===== src/rtl/bleadv_pkg.sv =====
// ----------------------------------------------------------------------------
// bleadv_pkg
// Shared types and constants for the advertising-data beacon parser.
// ----------------------------------------------------------------------------
package bleadv_pkg;

  // structure type and beacon layout
  localparam logic [7:0]  MFR_TYPE       = 8'hFF;
  localparam logic [15:0] BEACON_COMPANY = 16'h004C;
  localparam logic [7:0]  BEACON_SUBTYPE = 8'h02;
  localparam logic [7:0]  BEACON_SUBLEN  = 8'h15;
  localparam logic [7:0]  BEACON_MIN_LEN = 8'd26;
  localparam logic [7:0]  MFR_MIN_LEN    = 8'd3;

  // byte positions inside one structure (0 = length byte expected)
  localparam logic [7:0] POS_IDLE       = 8'd0;
  localparam logic [7:0] POS_TYPE       = 8'd1;
  localparam logic [7:0] POS_CO_LO      = 8'd2;
  localparam logic [7:0] POS_CO_HI      = 8'd3;
  localparam logic [7:0] POS_SUBTYPE    = 8'd4;
  localparam logic [7:0] POS_SUBLEN     = 8'd5;
  localparam logic [7:0] POS_UUID_FIRST = 8'd6;
  localparam logic [7:0] POS_UUID_SPLIT = 8'd14;
  localparam logic [7:0] POS_UUID_LAST  = 8'd21;
  localparam logic [7:0] POS_POWER      = 8'd26;

  localparam int IN_TDATA_W  = 8;
  localparam int OUT_TDATA_W = 160;

  typedef struct packed {
    logic signed [7:0] tx_power;
    logic [63:0]       uuid_lower;
    logic [63:0]       uuid_upper;
    logic              beacon_found;
    logic              company_valid;
    logic [15:0]       vendor_id;
  } result_t;

endpackage


===== src/rtl/ble_adv_data_beacon_parser_unit.sv =====
// ----------------------------------------------------------------------------
// ble_adv_data_beacon_parser_unit
// Bluetooth LE advertising-data parser: company id and beacon UUID/power.
// ----------------------------------------------------------------------------
// One advertising-data record enters as a stream of bytes, one per input
// transaction, with tlast on the final byte. The block takes one byte every
// cycle. Each byte passes an input register, then the structure walker updates
// its state; on the last byte the result is loaded into the output register.
// Only a last byte can stall, and only while the output register still holds
// a result that has not been taken; other bytes keep flowing.
// Exactly one result transaction is produced per record.
module ble_adv_data_beacon_parser_unit (
  input  logic                                 clk,
  input  logic                                 rst_n,
  input  logic                                 in_tvalid,
  output logic                                 in_tready,
  input  logic [bleadv_pkg::IN_TDATA_W-1:0]    in_tdata,   // [7:0] data_byte
  input  logic                                 in_tlast,   // last_byte
  output logic                                 out_tvalid,
  input  logic                                 out_tready,
  // [15:0] vendor_id, [16] company_valid, [17] beacon_found,
  // [81:18] uuid_upper, [145:82] uuid_lower, [153:146] tx_power, [159:154] 0
  output logic [bleadv_pkg::OUT_TDATA_W-1:0]   out_tdata
);
  import bleadv_pkg::*;

  logic                   in_vld_r;
  logic [7:0]             in_byte_r;
  logic                   in_last_r;
  logic                   out_vld_r;
  logic [OUT_TDATA_W-1:0] out_data_r, out_data_nxt;
  logic                   out_free;
  logic                   proc_go;
  result_t                res;

  assign out_free  = !out_vld_r || out_tready;
  assign proc_go   = in_vld_r && (!in_last_r || out_free);
  assign in_tready = !in_vld_r || proc_go;

  always_ff @(posedge clk) begin
    if (!rst_n) begin
      in_vld_r <= 1'b0;
    end else if (in_tready) begin
      in_vld_r <= in_tvalid;
    end
  end

  always_ff @(posedge clk) begin
    if (in_tready && in_tvalid) begin
      in_byte_r <= in_tdata[7:0];
      in_last_r <= in_tlast;
    end
  end

  bleadv_parse u_parse (
    .clk       (clk),
    .rst_n     (rst_n),
    .step      (proc_go),
    .data_byte (in_byte_r),
    .last_byte (in_last_r),
    .result    (res)
  );

  assign out_data_nxt = {6'd0, res.tx_power, res.uuid_lower, res.uuid_upper,
                         res.beacon_found, res.company_valid, res.vendor_id};

  always_ff @(posedge clk) begin
    if (!rst_n) begin
      out_vld_r <= 1'b0;
    end else if (proc_go && in_last_r) begin
      out_vld_r <= 1'b1;
    end else if (out_tready) begin
      out_vld_r <= 1'b0;
    end
  end

  always_ff @(posedge clk) begin
    if (proc_go && in_last_r) begin
      out_data_r <= out_data_nxt;
    end
  end

  assign out_tvalid = out_vld_r;
  assign out_tdata  = out_data_r;

  // a finished record always lands in the result register
  a_result_loaded: assert property (@(posedge clk) disable iff (!rst_n)
    (proc_go && in_last_r) |=> out_vld_r)
    else $error("result not loaded after last byte");

  // a pending last byte never overwrites an untaken result
  a_no_overwrite: assert property (@(posedge clk) disable iff (!rst_n)
    (out_vld_r && !out_tready) |-> !(proc_go && in_last_r))
    else $error("result overwritten before it was taken");

  a_company_zero: assert property (@(posedge clk) disable iff (!rst_n)
    out_vld_r |-> (out_data_r[16] || out_data_r[15:0] == 16'd0))
    else $error("company id set without a complete manufacturer structure");

  a_beacon_zero: assert property (@(posedge clk) disable iff (!rst_n)
    out_vld_r |-> (out_data_r[17] || out_data_r[153:18] == 136'd0))
    else $error("beacon fields set without a match");

endmodule


===== src/rtl/bleadv_parse.sv =====
// ----------------------------------------------------------------------------
// bleadv_parse
// Length-type-value walker: parser state, one byte per step, result on last.
// ----------------------------------------------------------------------------
module bleadv_parse (
  input  logic                clk,
  input  logic                rst_n,
  input  logic                step,
  input  logic [7:0]          data_byte,
  input  logic                last_byte,
  output bleadv_pkg::result_t result
);
  import bleadv_pkg::*;

  logic [7:0]  field_len_r,  field_len_nxt;
  logic [7:0]  field_pos_r,  field_pos_nxt;
  logic        mfr_field_r,  mfr_field_nxt;
  logic [15:0] pend_co_r,    pend_co_nxt;
  logic        prefix_ok_r,  prefix_ok_nxt;
  logic [63:0] uuid_hi_r,    uuid_hi_nxt;
  logic [63:0] uuid_lo_r,    uuid_lo_nxt;
  logic [7:0]  power_r,      power_nxt;
  logic [15:0] held_co_r,    held_co_nxt;
  logic        held_vld_r,   held_vld_nxt;
  logic        match_r,      match_nxt;
  logic        stopped_r,    stopped_nxt;

  always_comb begin
    field_len_nxt = field_len_r;
    field_pos_nxt = field_pos_r;
    mfr_field_nxt = mfr_field_r;
    pend_co_nxt   = pend_co_r;
    prefix_ok_nxt = prefix_ok_r;
    uuid_hi_nxt   = uuid_hi_r;
    uuid_lo_nxt   = uuid_lo_r;
    power_nxt     = power_r;
    held_co_nxt   = held_co_r;
    held_vld_nxt  = held_vld_r;
    match_nxt     = match_r;
    stopped_nxt   = stopped_r;

    if (!stopped_r) begin
      if (field_pos_r == POS_IDLE) begin
        // length byte; zero ends the record's useful content
        if (data_byte == 8'd0) begin
          stopped_nxt = 1'b1;
        end else begin
          field_len_nxt = data_byte;
          field_pos_nxt = POS_TYPE;
          mfr_field_nxt = 1'b0;
          prefix_ok_nxt = 1'b0;
          pend_co_nxt   = 16'd0;
        end
      end else begin
        if (field_pos_r == POS_TYPE) begin
          mfr_field_nxt = (data_byte == MFR_TYPE) && (field_len_r >= MFR_MIN_LEN);
        end else if (field_pos_r == POS_CO_LO) begin
          pend_co_nxt = {pend_co_r[15:8], data_byte};
        end else if (field_pos_r == POS_CO_HI) begin
          pend_co_nxt = {data_byte, pend_co_r[7:0]};
        end else if (field_pos_r == POS_SUBTYPE) begin
          prefix_ok_nxt = (data_byte == BEACON_SUBTYPE);
        end else if (field_pos_r == POS_SUBLEN) begin
          prefix_ok_nxt = prefix_ok_r && (data_byte == BEACON_SUBLEN);
        end else if (field_pos_r >= POS_UUID_FIRST && field_pos_r <= POS_UUID_LAST) begin
          if (field_pos_r < POS_UUID_SPLIT) begin
            uuid_hi_nxt = {uuid_hi_r[55:0], data_byte};
          end else begin
            uuid_lo_nxt = {uuid_lo_r[55:0], data_byte};
          end
        end else if (field_pos_r == POS_POWER) begin
          power_nxt = data_byte;
        end

        if (field_pos_r == field_len_r) begin
          // structure complete; a truncated one never gets here
          if (mfr_field_nxt) begin
            held_co_nxt  = pend_co_nxt;
            held_vld_nxt = 1'b1;
            if (pend_co_nxt == BEACON_COMPANY && field_len_r >= BEACON_MIN_LEN &&
                prefix_ok_nxt) begin
              match_nxt   = 1'b1;
              stopped_nxt = 1'b1;
            end
          end
          field_pos_nxt = POS_IDLE;
        end else begin
          field_pos_nxt = field_pos_r + 8'd1;
        end
      end
    end

    result.vendor_id     = held_vld_nxt ? held_co_nxt : 16'd0;
    result.company_valid = held_vld_nxt;
    result.beacon_found  = match_nxt;
    result.uuid_upper    = match_nxt ? uuid_hi_nxt : 64'd0;
    result.uuid_lower    = match_nxt ? uuid_lo_nxt : 64'd0;
    result.tx_power      = match_nxt ? power_nxt : 8'sd0;
  end

  always_ff @(posedge clk) begin
    if (!rst_n || (step && last_byte)) begin
      // record done: start clean for the next one
      field_len_r <= 8'd0;
      field_pos_r <= POS_IDLE;
      mfr_field_r <= 1'b0;
      pend_co_r   <= 16'd0;
      prefix_ok_r <= 1'b0;
      uuid_hi_r   <= 64'd0;
      uuid_lo_r   <= 64'd0;
      power_r     <= 8'd0;
      held_co_r   <= 16'd0;
      held_vld_r  <= 1'b0;
      match_r     <= 1'b0;
      stopped_r   <= 1'b0;
    end else if (step) begin
      field_len_r <= field_len_nxt;
      field_pos_r <= field_pos_nxt;
      mfr_field_r <= mfr_field_nxt;
      pend_co_r   <= pend_co_nxt;
      prefix_ok_r <= prefix_ok_nxt;
      uuid_hi_r   <= uuid_hi_nxt;
      uuid_lo_r   <= uuid_lo_nxt;
      power_r     <= power_nxt;
      held_co_r   <= held_co_nxt;
      held_vld_r  <= held_vld_nxt;
      match_r     <= match_nxt;
      stopped_r   <= stopped_nxt;
    end
  end

endmodule


===== config.mk =====
export PLATFORM = sky130hd
export DESIGN_NAME = ble_adv_data_beacon_parser_unit
export DESIGN_NICKNAME = d
export VERILOG_FILES = /design/src/rtl/bleadv_pkg.sv /design/src/rtl/ble_adv_data_beacon_parser_unit.sv /design/src/rtl/bleadv_parse.sv
export SDC_FILE = /design/constraint.sdc
export NUM_CORES = 1
export LEC_CHECK = 0
export BUFFER_PORTS_ARGS = -buffer_cell sky130_fd_sc_hd__clkbuf_2
export CAP_MARGIN = 40
export CORE_ASPECT_RATIO = 0.8
export CORE_MARGIN = 3
export CORE_UTILIZATION = 52
export CTS_BUF_LIST = sky130_fd_sc_hd__clkbuf_4 sky130_fd_sc_hd__clkbuf_8 sky130_fd_sc_hd__clkbuf_16
export CTS_CLUSTER_SIZE = 25
export DETAILED_ROUTE_END_ITERATION = 12
export PLACE_DENSITY = 0.83
export SLEW_MARGIN = 20
export SYNTH_ARGS = -nofsm -noshare
export SYNTH_HDL_FRONTEND = slang
export SYNTH_SLANG_ARGS = --single-unit

===== constraint.sdc =====
create_clock -name clk -period 7.7 [get_ports clk]
set_input_delay 0.385 -clock clk [delete_from_list [all_inputs] [get_ports clk]]
set_output_delay 0.385 -clock clk [all_outputs]
set_load 0.05 [all_outputs]

==> flow_metrics.tcl, run 1 <==
set metrics [dict create \
    worstPathArrival_ns 3.74 \
    design_power_total_mw 3.96 \
    hp-class "in2reg" \
    clock_path_buffers 3 \
    firstDrtPassIters 5 \
    worst-setup-path-type "reg2reg" \
    postPlaceCellArea_sq_mm 0.0157 \
    final_cells 1939 \
    ys_async_sr_fraction 0 \
    die_h_um 156 \
    p_leak_nw 6.73 \
    remaining_drc_errors 0 \
    skew_ns 0.0122 \
    regToRegSetupSlack_ns 4.17 \
    grt_max_degree 155 \
    area_delta_synth_final_pct 15.7 \
    antenna_found_initial 0 \
    cp_max_fo 73 \
    grt_first_pass_wirelength_mm 51.7 \
    io_buffers 168 \
    cp-end-kind "flip-flop" \
    antenna_cells 0 \
    maxSlewHeadroom 0.398 \
    holdWs_ns 0.0622 \
    max_stage_delay_ns 0.59 \
    dp_hpwl_mm 20.0 \
    die_width_um 193 \
    drtIter0Drc 880 \
    pin_count 175 \
    rsz0062_at_grt "no" \
    via_count 10500 \
    post_cts_buffers 0 \
    cts_root_buf "clkbuf_16" \
    finalMaxSlewViolations 0 \
    cts-buffers-inserted 36 \
    drive_gt1_frac 0.167 \
    grt_pass1_vias 10100 \
    fmax_mhz 283 \
    dpl_worst_slack_ns 4.24 \
    clk_latency_ns 0.51 \
    regToRegStartpoint "u_parse.field_pos_r[1]" \
    power.density_mw_per_mm2 234 \
    synth-seq-cells 354 \
    drt_wl_total_mm 32.2 \
    status "finished clean" \
    cts_tree "done" \
    layout_common_cells "nand2_1, nor2_1, dfxtp_1" \
    overflow 0 \
    clock_sinks 354 \
    finalSetupViolations 0 \
    htree_levels 2 \
    utilization 0.616 \
    r2r-end "out_tdata[31]" \
    syn_inst 1423 \
    fin_crit_ns 3.53 \
    finalSetupTns_ns 0 \
    fill_cells 2252 \
    holdBufCountCts 0 \
    start_util 0.532 \
    layout_commonest_cell "nand2_1" \
    routedWlPerCell_um 16.6 \
    gp_congestion 0.825 \
    startpoint_type "flip-flop" \
    synth_edf_count 163 \
    dp.cells 1874 \
    reg2regPathDepth 9 \
    critical-path-slowest-cell "buf_4" \
    yosys-top-cells-area "edfxtp_1, dfxtp_1, mux2i_1" \
    ir_drop_uv 127 \
    ys_seq_area_frac 0.597 \
    ant_nets 0 \
    avgSynthCellArea_sq_um 10.3 \
    nets 1566 \
    row_count 54 \
    synth_top_cell_area_share 0.335 \
    fin_ws_ns 4.17 \
    stdcell_area_sq_mm 0.0169 \
    cts_resized 0 \
    period_share 0.458 \
    yosys.area.top_type "edfxtp_1" \
    cap_violations 0 \
    hold_violations 0 \
    path_cells "inv_1, ha_1, nor3b_1, nand3_1, and3_1, o32ai_1, o41a_2, buf_4, nor2_1" \
    core_area_sq_mm 0.0274 \
    dieArea_sq_mm 0.0301 \
    tightestPinTransition_ns 0.904 \
    worstPathRequired_ns 7.92 \
    clk_pin_slew_worst_paths_ns 0.06 \
    via_per_inst 5.41 \
    synth-main-ff-cell "dfxtp_1" \
    grtUsageTotal 0.206 \
    synth.distinct_cells 50 \
    crit_start "u_parse.field_pos_r[1]" \
    yosys_warnings 0 \
    synth_area_sq_mm 0.0146 \
    crit_path_end "out_tdata[31]" \
]
-- synthesized netlist by cell type, types with 2 or more instances --
cell type  instances
and2_1             3
inv_1             10
nand4_1            5
a21oi_1          143
edfxtp_1         163
or2_2              2
nand3_1           17
a21o_1             2
nand3b_1           3
nor2b_1            2
nor3b_1            2
nand2_1          292
nor4_1             5
a22oi_1           16
a211oi_1          19
nor3_2             2
nand4b_1           2
o21ai_1            2
buf_2             10
nor2_1           202
clkbuf_1          73
or3_1              4
and3_1             5
nor3_1             7
o21ai_0            4
xor2_1            13
dfxtp_1          191
ha_1               4
buf_6             10
nand2b_1           5
buf_1              4
buf_4              7
mux2i_1          177
-- worst min-delay path by stage --
stage	startpoint	endpoint	slack, ns	depth (start not counted)
finish	in_tdata[7]	in_byte_r[7]	0.06	1
global route	in_tdata[1]	in_byte_r[1]	0.05	1
CTS	in_tdata[7]	in_byte_r[7]	0.05	1
detailed placement	u_parse.power_r[3]	u_parse.power_r[3]	0.45	2
global placement	u_parse.power_r[3]	u_parse.power_r[3]	0.44	2
floorplan	u_parse.match_r	u_parse.match_r	0.43	2
-- state kept, by name (all words and copies together), names as in the netlist, 8 cells and up --
name and cells:
u_parse.field_pos_r 8, in_byte_r 8, out_tdata 154, u_parse.pend_co_r 16
u_parse.uuid_lo_r 64, u_parse.held_co_r 16, u_parse.power_r 8, u_parse.field_len_r 8
u_parse.uuid_hi_r 64
-- per-layer routing --
layer / global-route usage / part of all wire / up-vias
li1: - / - / 5121
met1: 0.290 / 0.46 / 5049
met2: 0.337 / 0.47 / 268
met3: 0.0371 / 0.057 / 45
met4: 0.0499 / 0.016 / 0
met5: 0 / 0 / -
-- cells by family (layout without fill, tap and decap cells) --
logic type | count (synthesis) | after routing | share of synthesized area
simple gates | 563 | 563 | 0.157
compound gates | 196 | 196 | 0.0758
flops | 354 | 354 | 0.597
fa+ha+maj | 4 | 4 | 0.00343
other cells | 1 | 6 | 0.000257
buf+inv | 114 | 261 | 0.0371
xor+xnor | 14 | 14 | 0.00840
mux | 177 | 177 | 0.121
-- layout make-up --
type                    instances  area, sq um  area share
clock inverters                16          161     0.00956
clock buffers                  48         1040      0.0616
flip-flops and latches        354         8720       0.516
inverters                      10         37.5     0.00222
well taps                     364          455      0.0270
multi-input cells             960         5410       0.320
repair buffers                187         1060      0.0630
-- critical path, delay by kind of cell (launching register included) --
kind | cells | cell delay, ns
AOI/OAI and AO/OA | 2 | 0.54
adders and majority gates | 1 | 0.28
buffers and inverters | 2 | 0.71
DFF | 1 | 0.45
and+or+nand+nor | 4 | 1.21
-- power by group --
group,total (mW),internal [mW],switching [mW]
clock network,1.76,1.05,0.705
logic,0.188,0.0363,0.151
registers,2.01,1.99,0.0247
total,3.96,3.08,0.881
Note: power is estimated with default switching activity, not from simulation.
==> run 2: changes to the inputs <==
--- a/config.mk
+++ b/config.mk
@@ -9,11 +9,11 @@
 export CAP_MARGIN = 40
 export CORE_ASPECT_RATIO = 0.8
 export CORE_MARGIN = 3
-export CORE_UTILIZATION = 52
+export CORE_UTILIZATION = 58
 export CTS_BUF_LIST = sky130_fd_sc_hd__clkbuf_4 sky130_fd_sc_hd__clkbuf_8 sky130_fd_sc_hd__clkbuf_16
 export CTS_CLUSTER_SIZE = 25
 export DETAILED_ROUTE_END_ITERATION = 12
-export PLACE_DENSITY = 0.83
+export PLACE_DENSITY = 0.88
 export SLEW_MARGIN = 20
 export SYNTH_ARGS = -nofsm -noshare
 export SYNTH_HDL_FRONTEND = slang
==> constraint.sdc (replaced) <==
create_clock -name clk -period 3.5 [get_ports clk]
set_input_delay 0.175 -clock clk [delete_from_list [all_inputs] [get_ports clk]]
set_output_delay 0.175 -clock clk [all_outputs]
set_load 0.05 [all_outputs]
==> flow_metrics.tcl, run 2 (synthesis results as in run 1) <==
set metrics [dict create \
    busiest_layer "met2" \
    core_area_sq_mm 0.0246 \
    power.density_mw_per_mm2 503 \
    pin_count 175 \
    start_util 0.594 \
    cp_max_fo 36 \
    worstPathRequired_ns 3.84 \
    dp_hpwl_mm 21.6 \
    period_share 0.849 \
    overflow 0 \
    max_stage_delay_ns 0.58 \
    cts_tree "done" \
    cts_root_buf "clkbuf_16" \
    maxSlewHeadroom 0.514 \
    remaining_drc_errors 0 \
    critical_path.top_delay_family "simple AND/OR/NAND/NOR gates" \
    antenna_found_initial 0 \
    finalSetupTns_ns 0 \
    largest_reg_flops 154 \
    clk_pin_slew_worst_paths_ns 0.06 \
    status "finished clean" \
    cp-end-kind "flip-flop" \
    cap_violations 0 \
    stdcell_area_sq_mm 0.0171 \
    skew_ns 0.0107 \
    met1_usage 0.338 \
    drt_wl_total_mm 32.9 \
    io_buffers 168 \
    hold_violations 0 \
    antenna_cells 0 \
    grt_first_pass_wirelength_mm 52.3 \
    path_cells "inv_1, ha_1, or4b_4, nor2_2, a31oi_1, or2_1, o41a_2, buf_4, nor2_1" \
    postPlaceCellArea_sq_mm 0.0158 \
    grtUsageTotal 0.236 \
    whs_path_depth 2 \
    p_leak_nw 6.89 \
    die_h_um 148 \
    met3_usage 0.0359 \
    fin_crit_ns 2.97 \
    row_count 51 \
    grt_pass1_vias 10100 \
    ant_nets 0 \
    via_count 10900 \
    worst-path-stages 9 \
    clock_path_buffers 3 \
    clock_sinks 354 \
    fmax_mhz 337 \
    die_width_um 183 \
    layout_common_cells "nand2_1, nor2_1, dfxtp_1" \
    finalMaxSlewViolations 0 \
    area_delta_synth_final_pct 17.2 \
    reg2regPathDepth 9 \
    grt_max_degree 68 \
    htree_levels 2 \
    cts-buffers-inserted 36 \
    hp-class "in2reg" \
    worstPathArrival_ns 3.32 \
    firstDrtPassIters 6 \
    rsz0062_at_grt "no" \
    grtUsageMet2 0.376 \
    startpoint_type "flip-flop" \
    gp_congestion 0.887 \
    clk_latency_ns 0.50 \
    dieArea_sq_mm 0.0271 \
    tightestPinTransition_ns 0.727 \
    nets 1596 \
    ir_drop_uv 297 \
    via_per_inst 5.65 \
    drtIter0Drc 1108 \
    finalSetupViolations 0 \
    crit_buf_inv 2 \
    worst-setup-path-type "reg2reg" \
    layout_commonest_cell "nand2_1" \
    drive_gt1_frac 0.175 \
    routedWlPerCell_um 17.1 \
    critical-path-slowest-cell "o41a_2" \
]
## run 2: cell count changes in the layout (fill, tap and decap cells not counted), sizes merged
cell         change
inv              -3
clkinv           -4
buf             +17
clkbuf           +9
bufinv           -2
dlygate4sd3     +13
## run 2: final timing paths
path                                             start                    end  slack (ns)
worst max-delay path            u_parse.field_pos_r[1]         out_tdata[105]        0.53
worst min-delay path                          in_tlast              in_last_r        0.39
worst max register to register  u_parse.field_pos_r[1]         out_tdata[105]        0.53
worst min register to register   u_parse.uuid_hi_r[56]  u_parse.uuid_hi_r[56]        0.45
## run 2: timing repair
action                                 CTS  global route
resized for setup                        0             0
hold buffers                            13             0
endpoints found under the hold margin   11             0
buffers inserted                         0             0
## run 2: layout make-up
class	instances	area, sq um
tap	318	398
fill	1685	7450
timing repair buffer	217	1390
inverter	10	37.5
clock buffer	57	1100
sequential	354	8720
multi-input combinational	960	5410
clock inverter	7	60.1
## run 2: layer usage
layer,up-vias,wire length [um]
li1,5187,-
met1,5242,14200
met2,377,15700
met3,61,2200
met4,0,741
met5,-,0
## run 2: stage by stage
stage | utilization | cells | worst slack [ns] | power [mW] | hold slack (ns)
after floorplan | - | 1428 | 0.0671 | 4.81 | 0.274
after global placement | 0.642 | 1842 | 0.555 | 4.93 | 0.354
after detailed placement | 0.644 | 1845 | 0.535 | 4.94 | 0.356
after CTS | 0.696 | 1922 | 0.521 | 8.66 | 0.365
after global routing | 0.697 | 1923 | 0.373 | 8.88 | 0.382
final | 0.697 | 1923 | 0.528 | 8.61 | 0.387
## run 2: where the power goes
group          total (mW)  switching [mW]  internal [mW]  leakage [nW]
registers            4.41          0.0411           4.37          3.02
logic               0.448           0.349         0.0987          3.27
clock network        3.75            1.51           2.24         0.587
total                8.61            1.90           6.71          6.89
## run 2: worst reg2reg max path, delay by kind of cell (launching register included)
family / cells / cell delay, ns
flip-flops: 1 / 0.37
buffers and inverters: 2 / 0.40
adder cells (fa/ha/maj): 1 / 0.27
AND/OR/NAND/NOR: 4 / 1.08
AO/OA/AOI/OAI: 2 / 0.70
==> run 3: changes to the inputs <==
--- a/config.mk
+++ b/config.mk
@@ -9,11 +9,11 @@
 export CAP_MARGIN = 40
 export CORE_ASPECT_RATIO = 0.8
 export CORE_MARGIN = 3
-export CORE_UTILIZATION = 58
+export CORE_UTILIZATION = 52
 export CTS_BUF_LIST = sky130_fd_sc_hd__clkbuf_4 sky130_fd_sc_hd__clkbuf_8 sky130_fd_sc_hd__clkbuf_16
 export CTS_CLUSTER_SIZE = 25
 export DETAILED_ROUTE_END_ITERATION = 12
-export PLACE_DENSITY = 0.88
+export PLACE_DENSITY = 0.83
 export SLEW_MARGIN = 20
 export SYNTH_ARGS = -nofsm -noshare
 export SYNTH_HDL_FRONTEND = slang
==> constraint.sdc (replaced) <==
create_clock -name clk -period 2.7 [get_ports clk]
set_input_delay 0.135 -clock clk [delete_from_list [all_inputs] [get_ports clk]]
set_output_delay 0.135 -clock clk [all_outputs]
set_load 0.05 [all_outputs]
==> flow_metrics.tcl, run 3 (synthesis results as in run 1) <==
set metrics [dict create \
    cts_tree "done" \
    path_cells "ha_2, or4b_4, nor2_4, a31oi_2, or2_4, o41a_4, clkbuf_16, nor2_1" \
    row_count 54 \
    finalMaxSlewViolations 0 \
    via_per_inst 5.53 \
    antenna_found_initial 0 \
    clk_latency_ns 0.52 \
    layout_common_cells "nand2_1, nor2_1, dfxtp_1" \
    p_leak_nw 7.09 \
    grt_first_pass_wirelength_mm 53.7 \
    ir_drop_uv 460 \
    fin_ws_ns 0.0540 \
    cts_root_buf "clkbuf_16" \
    hp-class "in2reg" \
    dp_hpwl_mm 21.0 \
    crit_buf_inv 1 \
    holdWs_ns 0.354 \
    hold_violations 0 \
    postPlaceCellArea_sq_mm 0.0159 \
    startpoint_type "flip-flop" \
    skew_ns 0.0256 \
    drtIter0Drc 972 \
    grt_pass1_vias 10200 \
    drt_wl_total_mm 36.0 \
    period_share 0.980 \
    grtUsageTotal 0.216 \
    dp.cells 1897 \
    overflow 0 \
    design_power_total_mw 11.2 \
    dpl_worst_slack_ns -0.0448 \
    drive_gt1_frac 0.196 \
    cap_violations 0 \
    maxSlewHeadroom 0.549 \
    remaining_drc_errors 0 \
    via_count 11000 \
    fill_cells 2175 \
    stdcell_area_sq_mm 0.0176 \
    regToRegSetupSlack_ns 0.05 \
    multi_input_area_sq_mm 0.00553 \
    area_delta_synth_final_pct 20.9 \
    fin_crit_ns 2.65 \
    fmax_mhz 378 \
    final_cells 1994 \
    utilization 0.643 \
    die_h_um 156 \
    cts-buffers-inserted 36 \
    grt_max_degree 65 \
    clock_path_buffers 3 \
    power.density_mw_per_mm2 637 \
    finalSetupViolations 0 \
    finalSetupTns_ns 0 \
    largest_reg_flops 154 \
    layout_commonest_cell "nand2_1" \
    ant_nets 0 \
    cp_max_fo 8 \
    register_area_sq_mm 0.00872 \
    cp-end-kind "flip-flop" \
    antenna_cells 0 \
    firstDrtPassIters 5 \
    gp_congestion 0.860 \
    htree_levels 2 \
    max_stage_delay_ns 0.59 \
    core_area_sq_mm 0.0274 \
    dieArea_sq_mm 0.0301 \
    critical-path-slowest-cell "o41a_4" \
    nets 1619 \
    critical_path.top_delay_family "simple AND/OR/NAND/NOR gates" \
    worst-setup-path-type "reg2reg" \
    clk_pin_slew_worst_paths_ns 0.06 \
    io_buffers 168 \
    routedWlPerCell_um 18.0 \
    tightestPinTransition_ns 0.677 \
    die_width_um 193 \
    status "finished clean" \
    pin_count 175 \
    start_util 0.532 \
    clock_sinks 354 \
    worstPathRequired_ns 3.07 \
    worstPathArrival_ns 3.01 \
]
## run 3: cell count changes in the layout (fill, tap and decap cells not counted), moves of 2 or more
cell | before | now
buf_4 | 24 | 31
clkinv_1 | 2 | 6
ha_1 | 4 | 2
clkbuf_16 | 37 | 44
clkbuf_4 | 16 | 11
o41a_4 | 0 | 3
buf_6 | 0 | 5
nor2_1 | 199 | 193
ha_2 | 0 | 2
clkinv_2 | 3 | 6
clkbuf_8 | 4 | 2
inv_6 | 0 | 2
buf_16 | 0 | 2
nor2_2 | 1 | 6
## run 3: worst paths after layout
kind | depth (start not counted) | endpoint | startpoint
min | 2 | in_byte_r[3] | in_tdata[3]
min reg2reg | 2 | u_parse.uuid_hi_r[57] | u_parse.uuid_hi_r[57]
max reg2reg | 8 | out_tdata[54] | u_parse.field_pos_r[0]
max | 8 | out_tdata[54] | u_parse.field_pos_r[0]
## run 3: final cells by class
class	instances	area share
multi-input combinational	962	0.314
inverter	10	0.00213
clock inverter	16	0.00737
clock buffer	50	0.0587
tap	364	0.0258
timing repair buffer	238	0.0981
sequential	354	0.494
## run 3: where the power goes
part / internal, mW / total [mW] / switching, mW
clock: 2.89 / 4.91 / 2.03
combinational: 0.134 / 0.614 / 0.479
sequential: 5.67 / 5.71 / 0.0453
total: 8.69 / 11.2 / 2.55
## run 3: worst reg2reg max path, delay by kind of cell, from the launching register on
| kind | cells | cell delay [ns] |
|---|---|---|
| AOI/OAI and AO/OA | 2 | 0.70 |
| adders and majority gates | 1 | 0.19 |
| buffers and inverters | 1 | 0.22 |
| DFF | 1 | 0.38 |
| and+or+nand+nor | 4 | 1.04 |
## run 3: per-layer routing
layer	vias up	global-route usage	part of all wire
li1	5252	-	-
met1	5323	0.305	0.45
met2	389	0.346	0.47
met3	59	0.0378	0.063
met4	0	0.0640	0.022
met5	-	0	0
## run 3: timing repair
action,CTS,global route
gates resized for setup,3,22
endpoints found under the hold margin,11,0
pin swaps,0,4
cloned,1,13
endpoints found under the setup margin,2,79
hold buffers,13,0
setup buffers,0,4
